[src/rtl/b64c_pkg.sv]
// ----------------------------------------------------------------------------
// b64c_pkg
// Types, character constants and alphabet functions shared by the base64
// stream codec modules.
// ----------------------------------------------------------------------------
package b64c_pkg;

  localparam logic [7:0] CHAR_UPPER_A = 8'h41;
  localparam logic [7:0] CHAR_UPPER_Z = 8'h5a;
  localparam logic [7:0] CHAR_LOWER_A = 8'h61;
  localparam logic [7:0] CHAR_LOWER_Z = 8'h7a;
  localparam logic [7:0] CHAR_ZERO    = 8'h30;
  localparam logic [7:0] CHAR_NINE    = 8'h39;
  localparam logic [7:0] CHAR_PLUS    = 8'h2b;
  localparam logic [7:0] CHAR_SLASH   = 8'h2f;
  localparam logic [7:0] CHAR_PAD     = 8'h3d;

  localparam logic [6:0] SEXTET_BAD   = 7'd64;

  localparam logic DIR_ENCODE = 1'b0;
  localparam logic DIR_DECODE = 1'b1;

  typedef struct packed {
    logic [7:0] in_byte;
    logic       last_item;
  } in_item_t;

  typedef struct packed {
    logic [7:0] out_byte;
    logic       has_data;
    logic       end_of_stream;
  } out_item_t;

  // all results caused by one input item, first result in data[0]
  typedef struct packed {
    logic [3:0][7:0] data;
    logic [2:0]      num;
    logic            eos;
    logic            nodata;
  } grp_t;

  function automatic logic [7:0] enc_char(input logic [5:0] v);
    logic [7:0] w;
    w = {2'b00, v};
    if (v < 6'd26) begin
      return CHAR_UPPER_A + w;
    end else if (v < 6'd52) begin
      return CHAR_LOWER_A + w - 8'd26;
    end else if (v < 6'd62) begin
      return CHAR_ZERO + w - 8'd52;
    end else if (v == 6'd62) begin
      return CHAR_PLUS;
    end else begin
      return CHAR_SLASH;
    end
  endfunction

  // 0..63 for an alphabet character, SEXTET_BAD otherwise
  function automatic logic [6:0] dec_sextet(input logic [7:0] ch);
    logic [7:0] d;
    d = 8'd0;
    if (ch >= CHAR_UPPER_A && ch <= CHAR_UPPER_Z) begin
      d = ch - CHAR_UPPER_A;
    end else if (ch >= CHAR_LOWER_A && ch <= CHAR_LOWER_Z) begin
      d = ch - CHAR_LOWER_A + 8'd26;
    end else if (ch >= CHAR_ZERO && ch <= CHAR_NINE) begin
      d = ch - CHAR_ZERO + 8'd52;
    end else if (ch == CHAR_PLUS) begin
      d = 8'd62;
    end else if (ch == CHAR_SLASH) begin
      d = 8'd63;
    end else begin
      d = {1'b0, SEXTET_BAD};
    end
    return d[6:0];
  endfunction

endpackage

[src/rtl/base64_stream_codec.sv]
// ----------------------------------------------------------------------------
// base64_stream_codec
// Streaming base64 encoder/decoder with a direction register.
// ----------------------------------------------------------------------------
// An item is taken in the cycle it arrives whenever the one-group result slot
// is free, and all results it causes are formed in that same cycle; they then
// leave one per cycle while out_ready is high, from the cycle after if no
// group is ahead. The single result port bounds encode, as three bytes give
// four results. Decode takes one character per cycle unless the output
// stalls, as four characters give at most three results. Write the direction
// only while no item is in flight; the write also drops any partial group.
module base64_stream_codec (
  input  logic                clk,
  input  logic                rst_n,
  input  logic                cfg_we,
  input  logic                cfg_wdata,
  input  logic                in_valid,
  output logic                in_ready,
  input  b64c_pkg::in_item_t  in_data,
  output logic                out_valid,
  input  logic                out_ready,
  output b64c_pkg::out_item_t out_data
);
  import b64c_pkg::*;

  grp_t grp;
  logic in_accept;
  logic grp_load;

  assign in_accept = in_valid && in_ready;
  assign grp_load  = in_accept && (grp.num != 3'd0);

  b64c_core u_core (
    .clk       (clk),
    .rst_n     (rst_n),
    .cfg_we    (cfg_we),
    .cfg_wdata (cfg_wdata),
    .in_accept (in_accept),
    .item      (in_data),
    .grp       (grp)
  );

  b64c_out u_out (
    .clk       (clk),
    .rst_n     (rst_n),
    .grp_load  (grp_load),
    .grp       (grp),
    .slot_free (in_ready),
    .out_valid (out_valid),
    .out_ready (out_ready),
    .out_data  (out_data)
  );

  // every last item produces at least one result
  a_last_has_result: assert property (@(posedge clk) disable iff (!rst_n)
    in_accept && in_data.last_item |-> grp.num != 3'd0)
    else $error("last item produced no result");

  // the data-less marker is a lone result
  a_marker_alone: assert property (@(posedge clk) disable iff (!rst_n)
    grp.nodata |-> grp.num == 3'd1 && grp.eos)
    else $error("end marker not alone");

  // a result without data is always the end of stream and reads zero
  a_nodata_eos: assert property (@(posedge clk) disable iff (!rst_n)
    out_valid && !out_data.has_data |-> out_data.end_of_stream && out_data.out_byte == 8'd0)
    else $error("data-less result is not a clean end marker");

  // pending slot only fills behind a group being sent
  a_pend_behind: assert property (@(posedge clk) disable iff (!rst_n)
    !in_ready |-> out_valid)
    else $error("pending group with nothing being sent");

endmodule

[src/rtl/b64c_core.sv]
// ----------------------------------------------------------------------------
// b64c_core
// Direction register, group state and the single-pass encode/decode logic
// that turns one accepted item into its group of results.
// ----------------------------------------------------------------------------
module b64c_core (
  input  logic                clk,
  input  logic                rst_n,
  input  logic                cfg_we,
  input  logic                cfg_wdata,
  input  logic                in_accept,
  input  b64c_pkg::in_item_t  item,
  output b64c_pkg::grp_t      grp
);
  import b64c_pkg::*;

  logic        dir_r;
  logic [1:0]  gc_r, gc_nxt;
  logic [23:0] held_r, held_nxt;
  logic        stop_r, stop_nxt;

  logic [1:0]  cnt_enc;
  logic [1:0]  n_enc;
  logic [23:0] held_enc;
  logic [6:0]  sx;
  logic [23:0] held_fill;
  logic [3:0][7:0] enc_chars;

  always_comb begin
    grp       = '0;
    gc_nxt    = gc_r;
    held_nxt  = held_r;
    stop_nxt  = stop_r;
    cnt_enc   = (gc_r == 2'd3) ? 2'd2 : gc_r;
    n_enc     = cnt_enc + 2'd1;
    held_enc  = held_r;
    held_fill = held_r;
    sx        = dec_sextet(item.in_byte);

    case (cnt_enc)
      2'd0:    held_enc[23:16] = held_r[23:16] | item.in_byte;
      2'd1:    held_enc[15:8]  = held_r[15:8]  | item.in_byte;
      default: held_enc[7:0]   = held_r[7:0]   | item.in_byte;
    endcase
    enc_chars[0] = enc_char(held_enc[23:18]);
    enc_chars[1] = enc_char(held_enc[17:12]);
    enc_chars[2] = enc_char(held_enc[11:6]);
    enc_chars[3] = enc_char(held_enc[5:0]);

    if (dir_r == DIR_ENCODE) begin
      if (n_enc == 2'd3) begin
        grp.data = enc_chars;
        grp.num  = 3'd4;
        gc_nxt   = 2'd0;
        held_nxt = '0;
      end else if (item.last_item) begin
        grp.data[0] = enc_chars[0];
        grp.data[1] = enc_chars[1];
        grp.data[2] = (n_enc == 2'd2) ? enc_chars[2] : CHAR_PAD;
        grp.data[3] = CHAR_PAD;
        grp.num     = 3'd4;
      end else begin
        gc_nxt   = n_enc;
        held_nxt = held_enc;
      end
    end else begin
      if (!stop_r) begin
        if (sx[6]) begin
          stop_nxt = 1'b1;
        end else begin
          case (gc_r)
            2'd0:    held_fill[23:18] = held_r[23:18] | sx[5:0];
            2'd1:    held_fill[17:12] = held_r[17:12] | sx[5:0];
            2'd2:    held_fill[11:6]  = held_r[11:6]  | sx[5:0];
            default: held_fill[5:0]   = held_r[5:0]   | sx[5:0];
          endcase
          if (gc_r == 2'd3) begin
            grp.data[0] = held_fill[23:16];
            grp.data[1] = held_fill[15:8];
            grp.data[2] = held_fill[7:0];
            grp.num     = 3'd3;
            gc_nxt      = 2'd0;
            held_nxt    = '0;
          end else begin
            gc_nxt   = gc_r + 2'd1;
            held_nxt = held_fill;
          end
        end
      end
      // flush of a partial group gives one byte fewer than characters held
      if (item.last_item && gc_nxt > 2'd1) begin
        grp.data[0] = held_nxt[23:16];
        grp.data[1] = held_nxt[15:8];
        grp.data[2] = held_nxt[7:0];
        grp.num     = {1'b0, gc_nxt - 2'd1};
      end
      if (item.last_item && grp.num == 3'd0) begin
        grp.nodata = 1'b1;
        grp.num    = 3'd1;
      end
    end

    if (item.last_item) begin
      grp.eos  = 1'b1;
      gc_nxt   = 2'd0;
      held_nxt = '0;
      stop_nxt = 1'b0;
    end
  end

  always_ff @(posedge clk) begin
    if (!rst_n) begin
      dir_r  <= DIR_ENCODE;
      gc_r   <= 2'd0;
      held_r <= '0;
      stop_r <= 1'b0;
    end else if (cfg_we) begin
      dir_r  <= cfg_wdata;
      gc_r   <= 2'd0;
      held_r <= '0;
      stop_r <= 1'b0;
    end else if (in_accept) begin
      gc_r   <= gc_nxt;
      held_r <= held_nxt;
      stop_r <= stop_nxt;
    end
  end

endmodule

[src/rtl/b64c_out.sv]
// ----------------------------------------------------------------------------
// b64c_out
// Result buffer: one pending group slot in front of the group being sent,
// sending one result item per cycle while out_ready is high.
// ----------------------------------------------------------------------------
module b64c_out (
  input  logic                clk,
  input  logic                rst_n,
  input  logic                grp_load,
  input  b64c_pkg::grp_t      grp,
  output logic                slot_free,
  output logic                out_valid,
  input  logic                out_ready,
  output b64c_pkg::out_item_t out_data
);
  import b64c_pkg::*;

  logic       pend_valid_r;
  grp_t       pend_r;
  logic       cur_valid_r;
  grp_t       cur_r;
  logic [1:0] idx_r;
  logic       at_last;
  logic       finishing;
  logic       cur_free;

  assign at_last   = ({1'b0, idx_r} + 3'd1) == cur_r.num;
  assign finishing = cur_valid_r && out_ready && at_last;
  assign cur_free  = !cur_valid_r || finishing;
  assign slot_free = !pend_valid_r;

  assign out_valid              = cur_valid_r;
  assign out_data.out_byte      = cur_r.nodata ? 8'd0 : cur_r.data[idx_r];
  assign out_data.has_data      = !cur_r.nodata;
  assign out_data.end_of_stream = cur_r.eos && at_last;

  always_ff @(posedge clk) begin
    if (!rst_n) begin
      pend_valid_r <= 1'b0;
      cur_valid_r  <= 1'b0;
      idx_r        <= 2'd0;
    end else if (cur_free) begin
      idx_r <= 2'd0;
      if (pend_valid_r) begin
        cur_valid_r  <= 1'b1;
        pend_valid_r <= grp_load;
      end else begin
        cur_valid_r <= grp_load;
      end
    end else begin
      if (out_ready) begin
        idx_r <= idx_r + 2'd1;
      end
      if (grp_load) begin
        pend_valid_r <= 1'b1;
      end
    end
  end

  // payload, no reset
  always_ff @(posedge clk) begin
    if (cur_free && pend_valid_r) begin
      cur_r <= pend_r;
    end else if (cur_free && grp_load) begin
      cur_r <= grp;
    end
    if (grp_load && (pend_valid_r || !cur_free)) begin
      pend_r <= grp;
    end
  end

endmodule

[config.mk]
export PLATFORM = sky130hd
export DESIGN_NAME = base64_stream_codec
export DESIGN_NICKNAME = d
export VERILOG_FILES = /design/src/rtl/b64c_pkg.sv /design/src/rtl/base64_stream_codec.sv /design/src/rtl/b64c_core.sv /design/src/rtl/b64c_out.sv
export SDC_FILE = /design/constraint.sdc
export NUM_CORES = 1
export LEC_CHECK = 0
export BUFFER_PORTS_ARGS = -buffer_cell sky130_fd_sc_hd__buf_2
export CORE_AREA = 2 2 156 112
export DETAILED_ROUTE_END_ITERATION = 10
export DIE_AREA = 0 0 158 114
export PLACE_DENSITY = 0.68
export SLEW_MARGIN = 10
export SYNTH_ARGS = -nofsm -noshare
export SYNTH_HDL_FRONTEND = slang
export SYNTH_SLANG_ARGS = --single-unit
[constraint.sdc]
create_clock -name clk -period 5 [get_ports clk]
set_input_delay 0.5 -clock clk [delete_from_list [all_inputs] [get_ports clk]]
set_output_delay 0.5 -clock clk [all_outputs]
set_load 0.02 [all_outputs]
==> results.cfg, run 1 <==
[timing]
finalClockSkew_ns = 0.0169
finalSetupViolCount = 0
fmax_ghz = 0.248
period_minus_slack_ns = 4.03
maxSlewHeadroom_pct = 11.7
tightestPinTransition_ns = 1.31
finalHoldViolations = 0
setup-tns-final_ns = 0
layout_setup_ws_ns = 0.968
slew_violations = 0
rsz0062_at_grt = no
finalCritPeriodShare_pct = 80.6

[synthesis]
ys_ff_latch = 106
synth_edf_count = 74
yosys-top-cells-area = edfxtp_1 (27%), ha_1 (8.5%), dfxtp_1 (7.9%)
async_flop_share_pct = 0
synth_fp_nets = 970
netlist_area_sq_mm = 0.00813
syn-instance-count = 900
synth_top_area_cell = edfxtp_1
synth-main-ff-cell = edfxtp_1
seq_area_frac_synth_pct = 35.2
netlist.area_leader.share_pct = 27.3
synth_warnings = 0
yosys.cell_count.top_type = nand2_1
netlist_top_cells_count = nand2_1 (78), edfxtp_1 (74), a21oi_1 (62)
ys_types = 88
avgSynthCellArea_sq_um = 9.03

[grt]
grt_usage_pct = 27.9
grt_overflow = 0
grt_pass1_vias = 6451
grt_max_degree = 38
grt_pass1_wl_um = 38200
antenna_found_initial = 0

[power]
p_leak_nw = 3.38
peakVddDrop_mv = 0.180
powerDensity_mw_per_mm2 = 242

[worst_setup_path]
max_stage_delay_ns = 0.46
crit_start = u_core.gc_r[1]
worstPathRequired_ns = 5.07
crit_type = reg2reg
crit_chain = inv_1 > ha_1 > nor2_1 > a21o_1 > clkinv_1 > ha_1 > o21a_1 > o21ai_0 > nand2_1 > a211o_1 > a221oi_1 > o21ai_0
reg2reg_from = u_core.gc_r[1]
critPathLaunchType = register
critical_path.slowest_cell = nor2_1
crit_end = u_out.cur_r[32]
critPathCaptureType = register
cp_data_arrival_time_ns = 4.11
worstPathMaxFanout = 10
r2r_cells = 12
worstReg2RegEnd = u_out.cur_r[32]
r2r_slack_ns = 0.97

[clock_tree]
cts.clk_slew.worst_paths_ns = 0.08
ctsLongestPathBuffers = 2
tritoncts = built
cts_root_buf = clkbuf_16
htreeDepth = 3
cts_buffers = 9
cts.sinks = 106
cts_hold_buf = 0
cts_resized = 0
insertion_delay_ns = 0.35
post_cts_buffers = 0

[detailed_routing]
routed_wl_um = 25000
vias_per_cell = 6.55
drt_pre_antenna_iters = 6
drc = 0
antenna_left = 0
vias = 7470
wire_per_inst_um = 21.9
drt_iter0_markers = 1055

[status]
status = complete, no violations

[final_layout]
antennaDiodeCount = 0
nets = 974
fill_cells = 1559
area_growth_pct = 7.85
drive_gt1_share_pct = 12.7

[floorplan]
die_w_um = 158
fp.dieH_um = 114
ioPinCount = 27
core_region_area_sq_mm = 0.0167
rows = 40
die_area_sq_mm = 0.0180
floorplan.initialDensity_pct = 48.6

[run]
drv_cap = 0

[placed_design]
place_ws_ns = 1.08
dp_hpwl_um = 18300
io_buffers = 26
place.gp.congestion = 0.984

[worst_hold_path]
hp-class = in2reg
min_path_cells = 3
cells in the final DEF, fill, tap and decap left out, drive strengths merged, types with 8 or more instances in the layout:
cell	instances
a31oi	44
nand2	79
o221ai	12
o211ai	12
o21ai	61
dfxtp	32
clkbuf	10
nand3	21
a21o	22
inv	44
o22ai	9
nor2	60
xnor2	14
nor3	23
mux2	14
ha	55
buf	41
or2	12
nand2b	14
and3	8
nand4	8
a21oi	62
a211oi	9
mux4	8
xor2	10
and2	15
nor2b	13
edfxtp	74
layer usage:
| layer | up-vias | share of wire (%) | GRT usage, % |
|---|---|---|---|
| met4 | 0 | 3.0 | 8.77 |
| met5 | - | 0 | 0 |
| met2 | 467 | 39 | 37.5 |
| li1 | 3433 | - | - |
| met1 | 3501 | 46 | 43.7 |
| met3 | 69 | 12 | 6.38 |
sequential cells by signal, indices dropped and copies added (netlist names):
name and flops:
u_core.gc_r 2, u_out.pend_valid_r 1, u_core.held_r 24, u_core.stop_r 1
u_out.cur_r 37, u_core.dir_r 1, u_out.out_valid 1, u_out.pend_r 37
u_out.idx_r 2
worst min-delay path by stage:
stage                            from           endpoint  slack [ns]
global placement    u_core.held_r[14]  u_core.held_r[14]        0.47
finish                      cfg_wdata       u_core.dir_r        0.44
global route                out_ready     u_out.idx_r[1]        0.46
floorplan           u_core.held_r[15]  u_core.held_r[15]        0.44
CTS                         cfg_wdata       u_core.dir_r        0.44
detailed placement  u_core.held_r[14]  u_core.held_r[14]        0.47
per-stage QoR:
stage / cells / power (mW) / area, sq um / hold WS [ns] / utilization [%]
2_1_floorplan: 900 / 1.31 / 8140 / 0.441 / -
3_3_place_gp: 1124 / 1.44 / 8480 / 0.473 / 50.7
3_5_place_dp: 1124 / 1.44 / 8480 / 0.472 / 50.7
4_1_cts: 1140 / 2.11 / 8770 / 0.441 / 52.5
5_1_grt: 1140 / 2.20 / 8770 / 0.463 / 52.5
6_report: 1140 / 2.12 / 8770 / 0.439 / 52.5
power by group:
part | internal [mW] | switching [mW]
Combinational | 0.144 | 0.281
Sequential | 0.989 | 0.0178
Clock | 0.349 | 0.343
Total | 1.48 | 0.641
cells by family after synthesis:
logic type / share of synthesized area [%]
AO/OA/AOI/OAI: 26.7
AND/OR/NAND/NOR: 17.5
flip-flops: 35.2
buffers and inverters: 4.46
adder cells (fa/ha/maj): 8.46
multiplexers: 5.06
XOR/XNOR: 2.59
layout make-up:
type / count / area [sq um] / share of cell area (%)
flip-flops and latches: 106 / 2860 / 32.6
well taps: 231 / 289 / 3.30
repair buffers: 41 / 243 / 2.77
multi-input cells: 703 / 4930 / 56.2
inverters: 43 / 161 / 1.84
clock inverters: 6 / 56.3 / 0.642
clock buffers: 10 / 229 / 2.61
worst max-delay path, delay by kind of cell, from the launching register on:
family	cells	cell delay, ns
fa+ha+maj	2	0.64
compound gates	6	1.60
simple gates	2	0.65
flops	1	0.44
buf+inv	2	0.42
Power figures use the tool's default switching activity.
==> run 2: changes to the inputs <==
==> constraint.sdc (replaced) <==
create_clock -name clk -period 3.3 [get_ports clk]
set_input_delay 0.33 -clock clk [delete_from_list [all_inputs] [get_ports clk]]
set_output_delay 0.33 -clock clk [all_outputs]
set_load 0.02 [all_outputs]
==> results.cfg, run 2 (same netlist as run 1, synthesis figures left out) <==
[status]
status = complete, no violations

[detailed_routing]
vias = 8007
routed_wl_um = 26900
wire_per_inst_um = 21.7
drt_iter0_markers = 1093
drc = 0
antenna_left = 0
drt_pre_antenna_iters = 5
vias_per_cell = 6.47

[floorplan]
rows = 40
floorplan.initialDensity_pct = 48.6
die_area_sq_mm = 0.0180
die_w_um = 158
core_region_area_sq_mm = 0.0167
ioPinCount = 27
fp.dieH_um = 114

[worst_setup_path]
cp_common_cell = inv_1
crit_family = compound AO/OA/AOI/OAI gates
cp_data_arrival_time_ns = 3.26
critical_path.slowest_cell = dfxtp_1
max_stage_delay_ns = 0.33
crit_type = reg2reg
worstPathRequired_ns = 3.42
critPathLaunchType = register
critPathCaptureType = register
worstPathMaxFanout = 23
crit_chain = inv_1 > ha_4 > buf_12 > a21o_1 > inv_1 > ha_1 > and2_1 > a221oi_4 > buf_4 > a21oi_1 > o221ai_1 > o221ai_2 > mux2_2
path_buf_inv = 4

[timing]
finalCritPeriodShare_pct = 95.2
finalClockSkew_ns = 0.0132
slew_violations = 0
finalHoldViolations = 0
maxSlewHeadroom_pct = 21.8
hold_ws_ns = 0.257
fmax_ghz = 0.318
period_minus_slack_ns = 3.14
tightestPinTransition_ns = 1.17
finalSetupViolCount = 0

[final_layout]
largest_registers = u_out.cur_r (37), u_out.pend_r (37), u_core.held_r (24)
antennaDiodeCount = 0
layout_commonest_cell = buf_4
area_growth_pct = 19.6
drive_gt1_share_pct = 24.0
nets = 1072
multiInputGateArea_sq_mm = 0.00508
fill_cells = 1539
seq_area_sq_mm = 0.00286
final_cell_mix = buf_4 (111), nand2_1 (77), edfxtp_1 (74)

[clock_tree]
cts_root_buf = clkbuf_16
insertion_delay_ns = 0.36
cts_buffers = 9
ctsLongestPathBuffers = 2
cts_hold_buf = 0
cts.clk_slew.worst_paths_ns = 0.08
cts.sinks = 106
tritoncts = built
htreeDepth = 3

[grt]
antenna_found_initial = 0
grt_max_degree = 38
grt_usage_pct = 30.5
grt_pass1_wl_um = 42200
grt_pass1_vias = 7318
grt_overflow = 0

[power]
powerDensity_mw_per_mm2 = 351
p_leak_nw = 3.89
peakVddDrop_mv = 0.223
total_power_mw = 3.42

[placed_design]
io_buffers = 26
dp_hpwl_um = 20600
place.gp.congestion = 1.05

[run]
drv_cap = 0

[worst_hold_path]
hp-class = in2reg
## run 2: final cells by class
cell class,count,area share [%]
tap,231,2.97
sequential,106,29.4
clock inverter,7,0.913
multi-input combinational,703,52.2
inverter,43,1.84
timing repair buffer,139,10.3
clock buffer,9,2.32
## run 2: final timing paths
kind                startpoint                end  slack [ns]  cells after the start
max reg2reg     u_core.gc_r[0]    u_out.cur_r[14]        0.16                     13
max             u_core.gc_r[0]    u_out.cur_r[14]        0.16                     13
min reg2reg  u_core.held_r[14]  u_core.held_r[14]        0.50                      2
min                  cfg_wdata       u_core.dir_r        0.26                      3
## run 2: worst register-to-register path, stage by stage (launching register included)
cell	delay, ns
dfxtp_1	0.33
inv_1	0.13
ha_4	0.19
buf_12	0.18
a21o_1	0.24
inv_1	0.08
ha_1	0.24
and2_1	0.17
a221oi_4	0.33
buf_4	0.21
a21oi_1	0.05
o221ai_1	0.27
o221ai_2	0.18
mux2_2	0.29
## run 2: through the flow
| step | setup slack, ns | utilization [%] | cell area [sq um] | setup TNS (ns) | cells |
|---|---|---|---|---|---|
| after detailed placement | -0.137 | 55.9 | 9340 | -5.08 | 1222 |
| after global placement | -0.0992 | 55.9 | 9340 | -3.61 | 1222 |
| after global routing | -0.0149 | 58.2 | 9730 | -0.0149 | 1238 |
| after CTS | 0.0157 | 57.8 | 9660 | 0 | 1238 |
| after floorplan | -0.00245 | - | 8290 | -0.0907 | 900 |
| final | 0.158 | 58.2 | 9730 | 0 | 1238 |
## run 2: metal layers
metal  up-vias  wire [um]  global-route usage [%]  part of all wire, %
met5         -          0                       0                    0
met3        81       3090                    6.16                   11
met4         0        699                    7.93                  2.6
met1      3784      12200                    46.8                   45
li1       3641          -                       -                    -
met2       501      10900                    43.3                   41
## run 2: repair_timing
item | CTS | global route
setup buffers | 0 | 0
resized for setup | 2 | 15
pin swaps | 0 | 0
cloned | 0 | 0
endpoints found under the setup margin | 3 | 24
## run 2: power breakdown
| part | switching (mW) | internal (mW) |
|---|---|---|
| clock network | 0.576 | 0.552 |
| registers | 0.0286 | 1.50 |
| logic | 0.463 | 0.299 |
| total | 1.07 | 2.35 |
